$ cat src/rtl/wer_pkg.sv
// Package for the wind error ratio check pipeline.
// Holds field widths, status codes, register indexes and the stage tag struct.
// No dependencies; used by every module under rtl/.
`default_nettype none

package wer_pkg;

    // Field and datapath widths
    localparam int COMP_W   = 16;  // signed wind component
    localparam int MAG_W    = 17;  // magnitude of a component, holds 32768
    localparam int SQ_W     = 31;  // square of a magnitude
    localparam int REG_W    = 15;  // configuration register width
    localparam int FLSQ_W   = 30;  // square of the speed floor
    localparam int SUM_W    = 32;  // east^2 + north^2
    localparam int ERR_W    = 7;   // 100 - code
    localparam int ERRSQ_W  = 14;  // (100 - code)^2
    localparam int DEN_W    = 38;  // 100 * (east^2 + north^2)
    localparam int QUO_W    = 32;  // quotient handed to the square root
    localparam int HEAD_W   = 12;  // upper bits of the dividend, initial remainder
    localparam int ROOT_W   = 16;  // square root and ratio width
    localparam int SREM_W   = 18;  // square root remainder
    localparam int DIV_BITS = 32;  // one quotient bit per divider stage
    localparam int SQRT_STEPS = 16; // one root bit per square root stage

    // Error code range
    localparam logic [7:0] CODE_MAX = 8'd100;

    // Result status codes
    localparam logic [1:0] STATUS_OK       = 2'd0;
    localparam logic [1:0] STATUS_MISSING  = 2'd1;
    localparam logic [1:0] STATUS_REJECTED = 2'd2;

    // Configuration register indexes
    localparam int IDX_W = 2;
    localparam logic [IDX_W-1:0] REG_MIN_COMPONENT = 2'd0;
    localparam logic [IDX_W-1:0] REG_SPEED_FLOOR   = 2'd1;

    // Side information that travels with each item through the pipeline
    typedef struct packed {
        logic [1:0] status;  // final status code
        logic       zero;    // force the ratio to zero
        logic       ovf;     // quotient does not fit, saturate the ratio
    } wer_tag_t;

endpackage

`default_nettype wire

$ cat src/rtl/wer_sqrt.sv
// Restoring integer square root of the wind error ratio check, one root bit
// per stage over a 32-bit operand. Depends on wer_pkg.
`default_nettype none

module wer_sqrt (
    input  wire logic                         clk,
    input  wire logic                         rst_n,
    input  wire logic                         advance,
    input  wire logic                         in_valid,
    input  wire logic [wer_pkg::QUO_W-1:0]    operand,
    input  wire wer_pkg::wer_tag_t            in_tag,
    output logic                              out_valid,
    output logic [wer_pkg::ROOT_W-1:0]        root,
    output wer_pkg::wer_tag_t                 out_tag
);

    localparam int N  = wer_pkg::SQRT_STEPS;
    localparam int RW = wer_pkg::SREM_W;
    localparam int QW = wer_pkg::ROOT_W;
    localparam int UW = wer_pkg::QUO_W;

    logic               v_in   [N];
    logic [UW-1:0]      u_in   [N];
    logic [RW-1:0]      r_in   [N];
    logic [QW-1:0]      q_in   [N];
    wer_pkg::wer_tag_t  t_in   [N];

    logic               v_reg  [N];
    logic [UW-1:0]      u_reg  [N];
    logic [RW-1:0]      r_reg  [N];
    logic [RW-1:0]      r_next [N];
    logic [QW-1:0]      q_reg  [N];
    logic [QW-1:0]      q_next [N];
    wer_pkg::wer_tag_t  t_reg  [N];

    for (genvar k = 0; k < N; k++)
    begin : g_stage
        logic [RW+1:0] shifted;
        logic [RW+1:0] trial;
        logic          fits;

        // Feed the stage from the ports or from the stage before
        if (k == 0)
        begin : g_first
            assign v_in[k] = in_valid;
            assign u_in[k] = operand;
            assign r_in[k] = '0;
            assign q_in[k] = '0;
            assign t_in[k] = in_tag;
        end
        else
        begin : g_next
            assign v_in[k] = v_reg[k-1];
            assign u_in[k] = u_reg[k-1];
            assign r_in[k] = r_reg[k-1];
            assign q_in[k] = q_reg[k-1];
            assign t_in[k] = t_reg[k-1];
        end

        // Bring down two operand bits and try root*4 + 1
        always_comb
        begin
            shifted   = {r_in[k], u_in[k][UW-1:UW-2]};
            trial     = {{(RW-QW){1'b0}}, q_in[k], 2'b01};
            fits      = shifted >= trial;
            r_next[k] = fits ? RW'(shifted - trial) : shifted[RW-1:0];
            q_next[k] = {q_in[k][QW-2:0], fits};
        end

        always_ff @(posedge clk or negedge rst_n)
        begin
            if (!rst_n)
            begin
                v_reg[k] <= 1'b0;
            end
            else if (advance)
            begin
                v_reg[k] <= v_in[k];
            end
        end

        always_ff @(posedge clk)
        begin
            if (advance)
            begin
                u_reg[k] <= u_in[k] << 2;
                r_reg[k] <= r_next[k];
                q_reg[k] <= q_next[k];
                t_reg[k] <= t_in[k];
            end
        end
    end

    assign out_valid = v_reg[N-1];
    assign root      = q_reg[N-1];
    assign out_tag   = t_reg[N-1];

endmodule

`default_nettype wire
$ cat config.mk
export PLATFORM = sky130hd
export DESIGN_NAME = wer_sqrt
export DESIGN_NICKNAME = d
export VERILOG_FILES = /design/src/rtl/wer_pkg.sv /design/src/rtl/wer_sqrt.sv
export SDC_FILE = /design/constraint.sdc
export NUM_CORES = 1
export LEC_CHECK = 0
export ABC_CLOCK_PERIOD_IN_PS = 3500
export BUFFER_PORTS_ARGS = -buffer_cell sky130_fd_sc_hd__buf_4
export CORE_MARGIN = 2
export CORE_UTILIZATION = 60
export CTS_BUF_LIST = sky130_fd_sc_hd__clkbuf_8
export CTS_CLUSTER_DIAMETER = 200
export CTS_CLUSTER_SIZE = 20
export DETAILED_ROUTE_END_ITERATION = 10
export PLACE_DENSITY = 0.77
export SLEW_MARGIN = 20
export SYNTH_ARGS = -nofsm -noshare
export SYNTH_HDL_FRONTEND = slang
export SYNTH_SLANG_ARGS = --single-unit
$ cat constraint.sdc
create_clock -name clk -period 3.5 [get_ports clk]
set_input_delay 0.525 -clock clk [delete_from_list [all_inputs] [get_ports clk]]
set_output_delay 0.525 -clock clk [all_outputs]
set_load 0.1 [all_outputs]
==> impl_metrics.yaml <==
outcome:
  status: "completed"
grt:
  busiest_layer: "met2"
  grt_pass1_wl_um: 83300
  met1_usage: 0.259
  met2_usage: 0.328
  grt_start_max_net_pins: 95
  grt_use_total: 0.192
  grt.met3_usage: 0.0281
  grt_pass1_vias: 17000
  antenna_found_initial: 0
  grt_overflow: 0
clock_network:
  clk_pin_slew_ns: 0.12
  cts_resized: 0
  clock_path_buffers: 3
  cts-root-buf: "clkbuf_8"
  cts.sinks: 706
  cts_buffers: 41
  cts_tree: "yes"
  htree_levels: 2
  clock_latency_ns: 0.67
critical_path:
  worstReg2RegStart: "r_reg[0][38]$_DFFE_PP_"
  timing.rr.end: "r_reg[0][69]$_DFFE_PP_"
  worstPathRequired_ns: 3.89
  r2r_slack_ns: 0.44
  critPathKind: "register to register"
  ff2ff_path_depth: 8
  crit_fanout: 9
  cp-end-kind: "register"
  cp.arrival_ns: 3.46
  start_kind: "register"
timing:
  min_period_ns: 3.06
  timing.final.crit_share: 0.875
  setup_tns_ns: 0
  rsz0062_at_grt: "false"
  drv_slew: 0
  setup_viol: 0
  finalHoldViolations: 0
  max_freq_mhz: 327
  worst_pin_slew_ns: 0.810
  fin_skew_ns: 0.0411
  slew_headroom: 0.459
power_and_ir_drop:
  clkPwrFrac: 0.200
  ir_drop_v: 0.000547
  power_switching_mw: 4.59
  power_mw: 17.4
  seq_power_share: 0.626
  powerDensity_nw_per_um2: 518
  p_int_mw: 12.8
  leakagePower_nw: 12.8
  swShare: 0.264
  p_comb_frac: 0.174
hold_path:
  hold_class: "primary input to register"
  min_from: "operand[22]"
  min_to: "u_reg[0][22]$_DFFE_PP_"
  holdPathStages: 1
cells_and_area:
  area_growth_pct: 7.76
  largest_register_ffs: 250
  fin_cells: 3071
  final_util: 0.655
  final_layout_size_suffix_gt1_frac: 0.0786
  diodes: 0
  finalNetCount: 2571
drt:
  wirelength_um: 50900
  viasPerCell: 5.62
  route.detailed.drc: 0
  vias: 17300
  drt_first_pass_iters: 5
  drt_iter0_markers: 1280
  ant_nets: 0
  wl_per_cell_um: 16.6
place:
  dpl.hpwl_um: 36000
  placement.io_buffers: 60
  place_inst: 2985
  gp_congestion: 0.867
synth:
  yosysMostFrequentCell: "edfxtp_1"
  yosysUniqueCellTypes: 77
  synth-async-reset-ratio: 0.0227
  synth_commonest_cells: "edfxtp_1 (690), inv_1 (174), ha_1 (153)"
  syn_nets: 2442
  syn_inst: 2249
  yosys-top-cells-area: "edfxtp_1 (66%), ha_1 (6.1%), xnor2_1 (2.8%)"
  ys_ff_latch: 706
  seq_area_frac_synth: 0.677
  yosysTopAreaCell: "edfxtp_1"
  synth-main-ff-cell: "edfxtp_1"
  avgSynthCellArea_um2: 13.9
  netlist_area_um2: 31200
  synth_top_area_frac: 0.665
  synth-edff-count: 690
  yosys_warnings: 0
floorplan:
  die_x_um: 232
  dieArea_um2: 53800
  initial_core_util: 0.608
  rows: 83
  die_y_um: 232
  coreArea_um2: 51300
  io_pins: 61
job:
  drv_cap: 0
-- logic make-up (layout without fill, tap and decap cells) --
kind of cell               Yosys count  count (layout)  share of synthesized area
adders and majority gates          153             153                     0.0614
muxes                               52              52                     0.0185
other                                1               1                   0.000120
and+or+nand+nor                    538             538                     0.0857
AOI/OAI and AO/OA                  403             403                     0.0782
xor gates and xnor gates           191             191                     0.0537
buffers and inverters              205             347                     0.0250
DFF                                706             706                      0.677
-- worst max path at each step --
| stage | slack (ns) | cells past startpoint | endpoint | from |
|---|---|---|---|---|
| 3_3_place_gp | 0.55 | 8 | r_reg[0][65]$_DFFE_PP_ | r_reg[0][38]$_DFFE_PP_ |
| 4_1_cts | 0.43 | 8 | r_reg[0][69]$_DFFE_PP_ | r_reg[0][38]$_DFFE_PP_ |
| 6_report | 0.44 | 8 | r_reg[0][69]$_DFFE_PP_ | r_reg[0][38]$_DFFE_PP_ |
| 2_1_floorplan | 0.77 | 10 | r_reg[0][49]$_DFFE_PP_ | r_reg[0][18]$_DFFE_PP_ |
| 3_5_place_dp | 0.46 | 8 | r_reg[0][69]$_DFFE_PP_ | r_reg[0][38]$_DFFE_PP_ |
| 5_1_grt | 0.13 | 8 | r_reg[0][69]$_DFFE_PP_ | r_reg[0][38]$_DFFE_PP_ |
-- layer usage --
metal,wire length (um),part of all wire
met5,0,0
met4,979,0.019
met3,2100,0.041
met2,25100,0.49
met1,22800,0.45
-- critical path, stage by stage (launching register included) --
cell       delay [ns]
edfxtp_1         0.40
ha_1             0.37
and3_1           0.22
a2111oi_0        0.49
nand3_1          0.18
or4b_1           0.70
nand3_2          0.23
nor4_1           0.08
xor2_1           0.15
-- what timing repair did --
item | 4_1_cts | 5_1_grt
hold endpoints to repair | 44 | 1
hold buffers | 29 | 1
buffers inserted | 0 | 0
-- per-stage QoR --
| step | hold WS [ns] | instance area [um^2] | worst slack [ns] |
|---|---|---|---|
| 6_report | 0.0666 | 33600 | 0.438 |
| 5_1_grt | 0.0130 | 33600 | 0.126 |
| 4_1_cts | 0.00317 | 33600 | 0.427 |
| 2_1_floorplan | 0.229 | 31200 | 0.771 |
| 3_3_place_gp | 0.387 | 32600 | 0.555 |
| 3_5_place_dp | 0.392 | 32600 | 0.464 |
-- power groups by stage --
| stage | Clock (mW) | Sequential, mW | Combinational [mW] |
|---|---|---|---|
| floorplan | 0 | 11.0 | 2.11 |
| global placement | 0 | 11.1 | 2.90 |
| detailed placement | 0 | 11.1 | 2.98 |
| CTS | 3.65 | 10.9 | 3.02 |
| global route | 3.91 | 11.0 | 3.39 |
| finish | 3.48 | 10.9 | 3.03 |
-- placed cells by master, fill, tap and decap left out, types with 7 or more instances in the layout --
cell,netlist,final
mux2_1,10,10
o211ai_1,10,10
o21a_1,25,25
or3_1,21,21
nand2_1,127,127
nand2b_1,28,28
a21o_1,34,34
dfrtp_1,16,16
nor2b_1,17,17
buf_4,1,76
o21ai_0,79,79
and2_1,8,8
xnor2_1,98,98
mux2_2,36,36
inv_1,174,185
ha_1,153,153
clkbuf_8,0,41
nor4_1,29,29
a21oi_1,139,139
dlygate4sd3_1,0,30
xor2_1,93,93
nor3_1,59,59
o31ai_1,11,11
or2_2,9,9
nand3_1,31,31
buf_12,0,7
o21ai_1,36,36
nand4_1,15,15
a211oi_1,14,14
edfxtp_1,690,690
a31oi_1,7,7
nand3b_1,10,10
nor2_1,146,146
-- cell type report --
type / instances / area (um^2)
Fill cell: 3701 / 17700
Tap cell: 680 / 851
Clock inverter: 15 / 93.8
Inverter: 177 / 664
Multi-Input combinational cell: 1338 / 9280
Timing Repair Buffer: 114 / 1030
Clock buffer: 41 / 564
Sequential cell: 706 / 21100
(Power assumes the default switching activity.)
