**src/rtl/wer_pkg.sv**
```systemverilog
// Package for the wind error ratio check pipeline.
// Holds field widths, status codes, register indexes and the stage tag struct.
// No dependencies; used by every module under rtl/.
`default_nettype none

package wer_pkg;

    // Field and datapath widths
    localparam int COMP_W   = 16;  // signed wind component
    localparam int MAG_W    = 17;  // magnitude of a component, holds 32768
    localparam int SQ_W     = 31;  // square of a magnitude
    localparam int REG_W    = 15;  // configuration register width
    localparam int FLSQ_W   = 30;  // square of the speed floor
    localparam int SUM_W    = 32;  // east^2 + north^2
    localparam int ERR_W    = 7;   // 100 - code
    localparam int ERRSQ_W  = 14;  // (100 - code)^2
    localparam int DEN_W    = 38;  // 100 * (east^2 + north^2)
    localparam int QUO_W    = 32;  // quotient handed to the square root
    localparam int HEAD_W   = 12;  // upper bits of the dividend, initial remainder
    localparam int ROOT_W   = 16;  // square root and ratio width
    localparam int SREM_W   = 18;  // square root remainder
    localparam int DIV_BITS = 32;  // one quotient bit per divider stage
    localparam int SQRT_STEPS = 16; // one root bit per square root stage

    // Error code range
    localparam logic [7:0] CODE_MAX = 8'd100;

    // Result status codes
    localparam logic [1:0] STATUS_OK       = 2'd0;
    localparam logic [1:0] STATUS_MISSING  = 2'd1;
    localparam logic [1:0] STATUS_REJECTED = 2'd2;

    // Configuration register indexes
    localparam int IDX_W = 2;
    localparam logic [IDX_W-1:0] REG_MIN_COMPONENT = 2'd0;
    localparam logic [IDX_W-1:0] REG_SPEED_FLOOR   = 2'd1;

    // Side information that travels with each item through the pipeline
    typedef struct packed {
        logic [1:0] status;  // final status code
        logic       zero;    // force the ratio to zero
        logic       ovf;     // quotient does not fit, saturate the ratio
    } wer_tag_t;

endpackage

`default_nettype wire

```
**src/rtl/wer_prep.sv**
```systemverilog
// Front stages of the wind error ratio check: magnitudes, squares, case sorting
// and the scaled divisor. Four register stages.
// Depends on wer_pkg.
`default_nettype none

module wer_prep (
    input  wire logic                            clk,
    input  wire logic                            rst_n,
    input  wire logic                            advance,
    input  wire logic                            in_take,
    input  wire logic signed [wer_pkg::COMP_W-1:0] wind_east,
    input  wire logic signed [wer_pkg::COMP_W-1:0] wind_north,
    input  wire logic                            east_valid,
    input  wire logic                            north_valid,
    input  wire logic [7:0]                      error_code,
    input  wire logic [wer_pkg::REG_W-1:0]       min_component,
    input  wire logic [wer_pkg::REG_W-1:0]       speed_floor,
    output logic                                 valid,
    output logic [wer_pkg::DEN_W-1:0]            den,
    output logic [wer_pkg::HEAD_W-1:0]           head,
    output logic [1:0]                           low2,
    output wer_pkg::wer_tag_t                    tag
);

    // Stage 1: magnitudes and flags
    logic                         s1_valid_reg;
    logic [wer_pkg::MAG_W-1:0]    s1_ae_reg, s1_an_reg;
    logic [wer_pkg::MAG_W-1:0]    s1_ae_next, s1_an_next;
    logic                         s1_miss_reg, s1_calm_reg, s1_bad_reg;
    logic                         s1_miss_next, s1_calm_next, s1_bad_next;
    logic [wer_pkg::ERR_W-1:0]    s1_err_reg, s1_err_next;
    logic [wer_pkg::REG_W-1:0]    thr;

    // Stage 2: squares
    logic                         s2_valid_reg;
    logic [wer_pkg::SQ_W-1:0]     s2_sqe_reg, s2_sqn_reg, s2_sqe_next, s2_sqn_next;
    logic [wer_pkg::FLSQ_W-1:0]   s2_flsq_reg, s2_flsq_next;
    logic [wer_pkg::ERRSQ_W-1:0]  s2_errsq_reg, s2_errsq_next;
    logic                         s2_miss_reg, s2_calm_reg, s2_bad_reg;

    // Stage 3: sum of squares and case sorting
    logic                         s3_valid_reg;
    logic [wer_pkg::SUM_W-1:0]    s3_sum_reg, s3_sum_next;
    logic [wer_pkg::ERRSQ_W-1:0]  s3_errsq_reg;
    wer_pkg::wer_tag_t            s3_tag_reg, s3_tag_next;

    // Stage 4: divisor 100 * sum
    logic                         s4_valid_reg;
    logic [wer_pkg::DEN_W-1:0]    s4_den_reg, s4_den_next;
    logic [wer_pkg::ERRSQ_W-1:0]  s4_errsq_reg;
    wer_pkg::wer_tag_t            s4_tag_reg;

    // Magnitudes of the components, the calm test and the missing and code checks
    always_comb
    begin
        thr = (min_component == '0) ? wer_pkg::REG_W'(1) : min_component;
        s1_ae_next = wind_east[wer_pkg::COMP_W-1]
                   ? wer_pkg::MAG_W'(0) - {1'b1, wind_east}
                   : {1'b0, wind_east};
        s1_an_next = wind_north[wer_pkg::COMP_W-1]
                   ? wer_pkg::MAG_W'(0) - {1'b1, wind_north}
                   : {1'b0, wind_north};
        s1_miss_next = !east_valid || !north_valid;
        s1_calm_next = (s1_ae_next < {2'b00, thr}) && (s1_an_next < {2'b00, thr});
        s1_bad_next  = error_code > wer_pkg::CODE_MAX;
        s1_err_next  = wer_pkg::ERR_W'(wer_pkg::CODE_MAX - error_code);
    end

    // Squares of the magnitudes, the floor and the expected error
    always_comb
    begin
        s2_sqe_next   = wer_pkg::SQ_W'(s1_ae_reg * s1_ae_reg);
        s2_sqn_next   = wer_pkg::SQ_W'(s1_an_reg * s1_an_reg);
        s2_flsq_next  = wer_pkg::FLSQ_W'(speed_floor * speed_floor);
        s2_errsq_next = wer_pkg::ERRSQ_W'(s1_err_reg * s1_err_reg);
    end

    // Sort the item into its case
    always_comb
    begin
        s3_sum_next = {1'b0, s2_sqe_reg} + {1'b0, s2_sqn_reg};
        s3_tag_next.ovf = 1'b0;
        if (s2_miss_reg)
        begin
            s3_tag_next.status = wer_pkg::STATUS_MISSING;
            s3_tag_next.zero   = 1'b1;
        end
        else if (s2_calm_reg)
        begin
            s3_tag_next.status = wer_pkg::STATUS_OK;
            s3_tag_next.zero   = 1'b1;
        end
        else if (s3_sum_next <= {2'b00, s2_flsq_reg} || s2_bad_reg)
        begin
            s3_tag_next.status = wer_pkg::STATUS_REJECTED;
            s3_tag_next.zero   = 1'b1;
        end
        else
        begin
            s3_tag_next.status = wer_pkg::STATUS_OK;
            s3_tag_next.zero   = 1'b0;
        end
    end

    // Scale the sum by 100 with shifts and adds
    always_comb
    begin
        s4_den_next = ({6'd0, s3_sum_reg} << 6) + ({6'd0, s3_sum_reg} << 5)
                    + ({6'd0, s3_sum_reg} << 2);
    end

    // Advance the valid bits
    always_ff @(posedge clk or negedge rst_n)
    begin
        if (!rst_n)
        begin
            s1_valid_reg <= 1'b0;
            s2_valid_reg <= 1'b0;
            s3_valid_reg <= 1'b0;
            s4_valid_reg <= 1'b0;
        end
        else if (advance)
        begin
            s1_valid_reg <= in_take;
            s2_valid_reg <= s1_valid_reg;
            s3_valid_reg <= s2_valid_reg;
            s4_valid_reg <= s3_valid_reg;
        end
    end

    // Advance the payload
    always_ff @(posedge clk)
    begin
        if (advance)
        begin
            s1_ae_reg    <= s1_ae_next;
            s1_an_reg    <= s1_an_next;
            s1_miss_reg  <= s1_miss_next;
            s1_calm_reg  <= s1_calm_next;
            s1_bad_reg   <= s1_bad_next;
            s1_err_reg   <= s1_err_next;
            s2_sqe_reg   <= s2_sqe_next;
            s2_sqn_reg   <= s2_sqn_next;
            s2_flsq_reg  <= s2_flsq_next;
            s2_errsq_reg <= s2_errsq_next;
            s2_miss_reg  <= s1_miss_reg;
            s2_calm_reg  <= s1_calm_reg;
            s2_bad_reg   <= s1_bad_reg;
            s3_sum_reg   <= s3_sum_next;
            s3_errsq_reg <= s2_errsq_reg;
            s3_tag_reg   <= s3_tag_next;
            s4_den_reg   <= s4_den_next;
            s4_errsq_reg <= s3_errsq_reg;
            s4_tag_reg   <= s3_tag_reg;
        end
    end

    // Dividend is errsq * 2^30; its top bits seed the remainder
    assign valid = s4_valid_reg;
    assign den   = s4_den_reg;
    assign head  = s4_errsq_reg[wer_pkg::ERRSQ_W-1:2];
    assign low2  = s4_errsq_reg[1:0];
    assign tag   = s4_tag_reg;

endmodule

`default_nettype wire

```
**config.mk**
```make
export PLATFORM = sky130hd
export DESIGN_NAME = wer_prep
export DESIGN_NICKNAME = d
export VERILOG_FILES = /design/src/rtl/wer_pkg.sv /design/src/rtl/wer_prep.sv
export SDC_FILE = /design/constraint.sdc
export NUM_CORES = 2
export LEC_CHECK = 0
export BUFFER_PORTS_ARGS = -buffer_cell sky130_fd_sc_hd__buf_2
export CAP_MARGIN = 20
export CELL_PAD_IN_SITES_DETAIL_PLACEMENT = 2
export CELL_PAD_IN_SITES_GLOBAL_PLACEMENT = 2
export CORE_ASPECT_RATIO = 1.25
export CORE_MARGIN = 2
export CORE_UTILIZATION = 35
export CTS_BUF_LIST = sky130_fd_sc_hd__clkbuf_4 sky130_fd_sc_hd__clkbuf_8 sky130_fd_sc_hd__clkbuf_16
export DETAILED_ROUTE_END_ITERATION = 16
export HOLD_SLACK_MARGIN = 0.15
export PLACE_DENSITY_LB_ADDON = 0.1
export SYNTH_ARGS = -nofsm -noshare
export SYNTH_HDL_FRONTEND = slang
export SYNTH_SLANG_ARGS = --single-unit
export TNS_END_PERCENT = 1
```
**constraint.sdc**
```tcl
create_clock -name clk -period 9.3 [get_ports clk]
set_clock_uncertainty 0.1 [all_clocks]
set_input_delay 1.86 -clock clk [delete_from_list [all_inputs] [get_ports clk]]
set_output_delay 1.86 -clock clk [all_outputs]
set_load 0.01 [all_outputs]
```
==> impl_metrics.json <==
{
  "hold_buffers": 0,
  "vias": 25000,
  "tritoncts": "yes",
  "avgSynthCellArea_sq_um": 10.1,
  "crit_slowest_cell": "fa_1",
  "cts_buffers": 35,
  "cp_max_fo": 16,
  "startpoint_type": "input pin",
  "dp_hpwl_mm": 81.1,
  "synth.distinct_cells": 78,
  "avgViaCountPerCell": 4.90,
  "clockRootBuffer": "clkbuf_16",
  "die_y_microns": 365,
  "slowest_delay_ns": 0.55,
  "wirelength_mm": 97.4,
  "yosys.area.top_type_share_pct": 31.0,
  "nFillCells": 11200,
  "drtIter0Drc": 727,
  "io_buffers": 128,
  "cts_sinks": 253,
  "critPathLaunch": "speed_floor[3]",
  "ys_top_cells_by_area": "fa_1 (31%), edfxtp_1 (21%), ha_1 (15%)",
  "critPathKind": "input pin to register",
  "async_reset_ff_share_pct": 1.58,
  "drive_above_1_share_pct": 6.60,
  "postCtsSetupRepairBufs": 0,
  "clock_latency_ns": 0.57,
  "synthFlopType": "edfxtp_1",
  "setup_viol_count_final": 0,
  "synth_edf_count": 249,
  "fin_setup_tns_ns": 0,
  "largest_register_ffs": 36,
  "track_usage_pct": 19.0,
  "path_clk_slew_ns": 0.06,
  "tightestPinTransition_ns": 1.09,
  "hp-start": "s1_miss_reg",
  "slew_viol_final": 0,
  "drc_errors": 0,
  "clk_path_buf_depth": 3,
  "path_cells": "buf_2 -> and2_1 -> fa_1 -> inv_1 -> fa_1 -> inv_1 -> fa_1 -> fa_1 -> fa_1 -> inv_1 -> fa_1 -> inv_1 -> ha_1 -> a21oi_1 -> o21ai_0 -> nor4_1 -> a211oi_1 -> a2111oi_2 -> o21ai_1 -> a2111oi_0 -> nor3b_1",
  "die_w_microns": 293,
  "period_needed_ns": 7.83,
  "yosysTopAreaCell": "fa_1",
  "cp_common_cell": "fa_1",
  "antenna_found_initial": 3,
  "syn_area_sq_um": 36400,
  "status": "completed",
  "htreeDepth": 2,
  "arrival_ns": 8.03,
  "fmax_mhz": 128,
  "finalNetCount": 4815,
  "grt_start_max_net_pins": 161,
  "io_pins": 133,
  "wire_per_inst_microns": 19.1,
  "rsz0062_at_grt": "no",
  "relSlewSlack_pct": 27.0,
  "synthesis.instances": 3616,
  "finalCritPeriodShare_pct": 84.2,
  "drv_cap": 0,
  "ys_seq_area_share_pct": 20.8,
  "ys_warn_count": 0,
  "r2r_start": "s1_ae_reg[4]",
  "hold_viol": 0,
  "grt-ovfl-total": 0,
  "start_util_pct": 35.2,
  "grt_pass1_wl_mm": 158,
  "final_antenna_net_count": 0,
  "cts_resized": 0,
  "core_area_sq_um": 103000,
  "grt_pass1_vias": 29500,
  "gp_congestion": 0.792,
  "hp-class": "register to register",
  "rows": 132,
  "die-area_sq_um": 107000,
  "required_ns": 9.49,
  "syn2layout_area_growth_pct": 9.42,
  "end_kind": "register",
  "synth_seq_cells": 253,
  "dr.pass1.iters": 5
}
metal layers:
metal	vias up	global-route usage (%)	part of all wire (%)	routed length (microns)
li1	11700	-	-	-
met1	12900	21.6	40	38800
met2	285	37.8	55	54000
met3	102	1.66	2.3	2230
met4	0	4.72	2.5	2420
met5	-	0	0	0
final timing paths:
check | endpoint | slack, ns | depth (start not counted)
min in group asynchronous | s2_valid_reg | 0.99 | 1
hold reg to reg | s2_miss_reg | 0.32 | 0
max in group asynchronous | s1_valid_reg | 7.99 | 1
setup / recovery | s2_flsq_reg[29] | 1.47 | 21
setup reg to reg | s2_sqe_reg[28] | 1.99 | 23
hold / removal | s2_miss_reg | 0.32 | 0
cell usage after synthesis, drive strengths merged, types with 4 or more instances:
cell	count
a31o	5
xnor2	153
nor2b	21
clkbuf	60
a2111oi	6
and4	4
o31a	5
a31oi	16
or2	13
a211oi	18
a311oi	5
a21oi	123
fa	564
and2	193
a221oi	7
dfrtp	4
o21bai	25
nand4	17
ha	430
o41ai	4
a21o	67
nor2	122
edfxtp	249
o21a	25
nand2b	25
nor3	28
nand3	34
nor3b	6
inv	861
nand2	280
o31ai	13
o2111ai	4
mux2	8
xor2	42
a211o	4
or3	9
a21boi	6
o211ai	5
o21ai	81
and3	13
nor4	10
or4	5
o311ai	4
buf	6
worst max-delay path, delay by kind of cell:
kind / cells / cell delay, ns
AOI/OAI and AO/OA: 6 / 1.57
buffers and inverters: 5 / 0.45
adders and majority gates: 7 / 3.50
and+or+nand+nor: 3 / 0.64
kinds of logic after synthesis:
kind of cell             after synthesis  synth area share, %
XOR/XNOR                             195                 4.69
buffers and inverters                927                 9.60
adder cells (fa/ha/maj)              994                 45.8
multiplexers                          10                0.302
AND/OR/NAND/NOR                      791                 10.8
flip-flops                           253                 20.8
other                                  1               0.0103
AO/OA/AOI/OAI                        445                 8.02
layout by cell type, fill, tap and decap left out, types with 24 or more instances in the layout:
| cell type | netlist | layout |
|---|---|---|
| fa_1 | 564 | 564 |
| ha_1 | 430 | 430 |
| buf_2 | 2 | 127 |
| o21bai_1 | 25 | 25 |
| clkbuf_16 | 0 | 35 |
| a21o_1 | 67 | 67 |
| xnor2_1 | 153 | 153 |
| o21a_1 | 25 | 25 |
| buf_4 | 4 | 24 |
| edfxtp_1 | 249 | 249 |
| nor2_1 | 122 | 122 |
| a21oi_1 | 123 | 123 |
| nand2b_1 | 25 | 25 |
| nand2_1 | 280 | 280 |
| xor2_1 | 42 | 42 |
| inv_1 | 861 | 861 |
| nor3_1 | 28 | 28 |
| nand3_1 | 34 | 34 |
| o21ai_0 | 79 | 79 |
| and2_1 | 193 | 193 |
stage by stage:
stage	util, %	hold WS [ns]	instance area [sq um]	std cells	setup WS [ns]
2_1_floorplan	-	0.300	36500	3621	1.55
3_3_place_gp	37.4	0.303	38700	5048	0.940
3_5_place_dp	37.4	0.306	38700	5048	0.872
4_1_cts	38.6	0.320	39900	5112	1.45
5_1_grt	38.6	0.324	39900	5112	1.11
6_report	38.6	0.317	39900	5114	1.47
final cells by class:
cell class	instances	area, sq um	area share [%]
Antenna cell	2	5.00	0.0126
Clock buffer	37	891	2.23
Clock inverter	27	255	0.640
Inverter	861	3230	8.11
Multi-Input combinational cell	2441	25400	63.7
Sequential cell	253	7580	19.0
Tap cell	1340	1680	4.21
Timing Repair Buffer	153	851	2.13
Power is not shown: default switching activity piles up to over one toggle a cycle in this logic, so the estimate is an artifact.
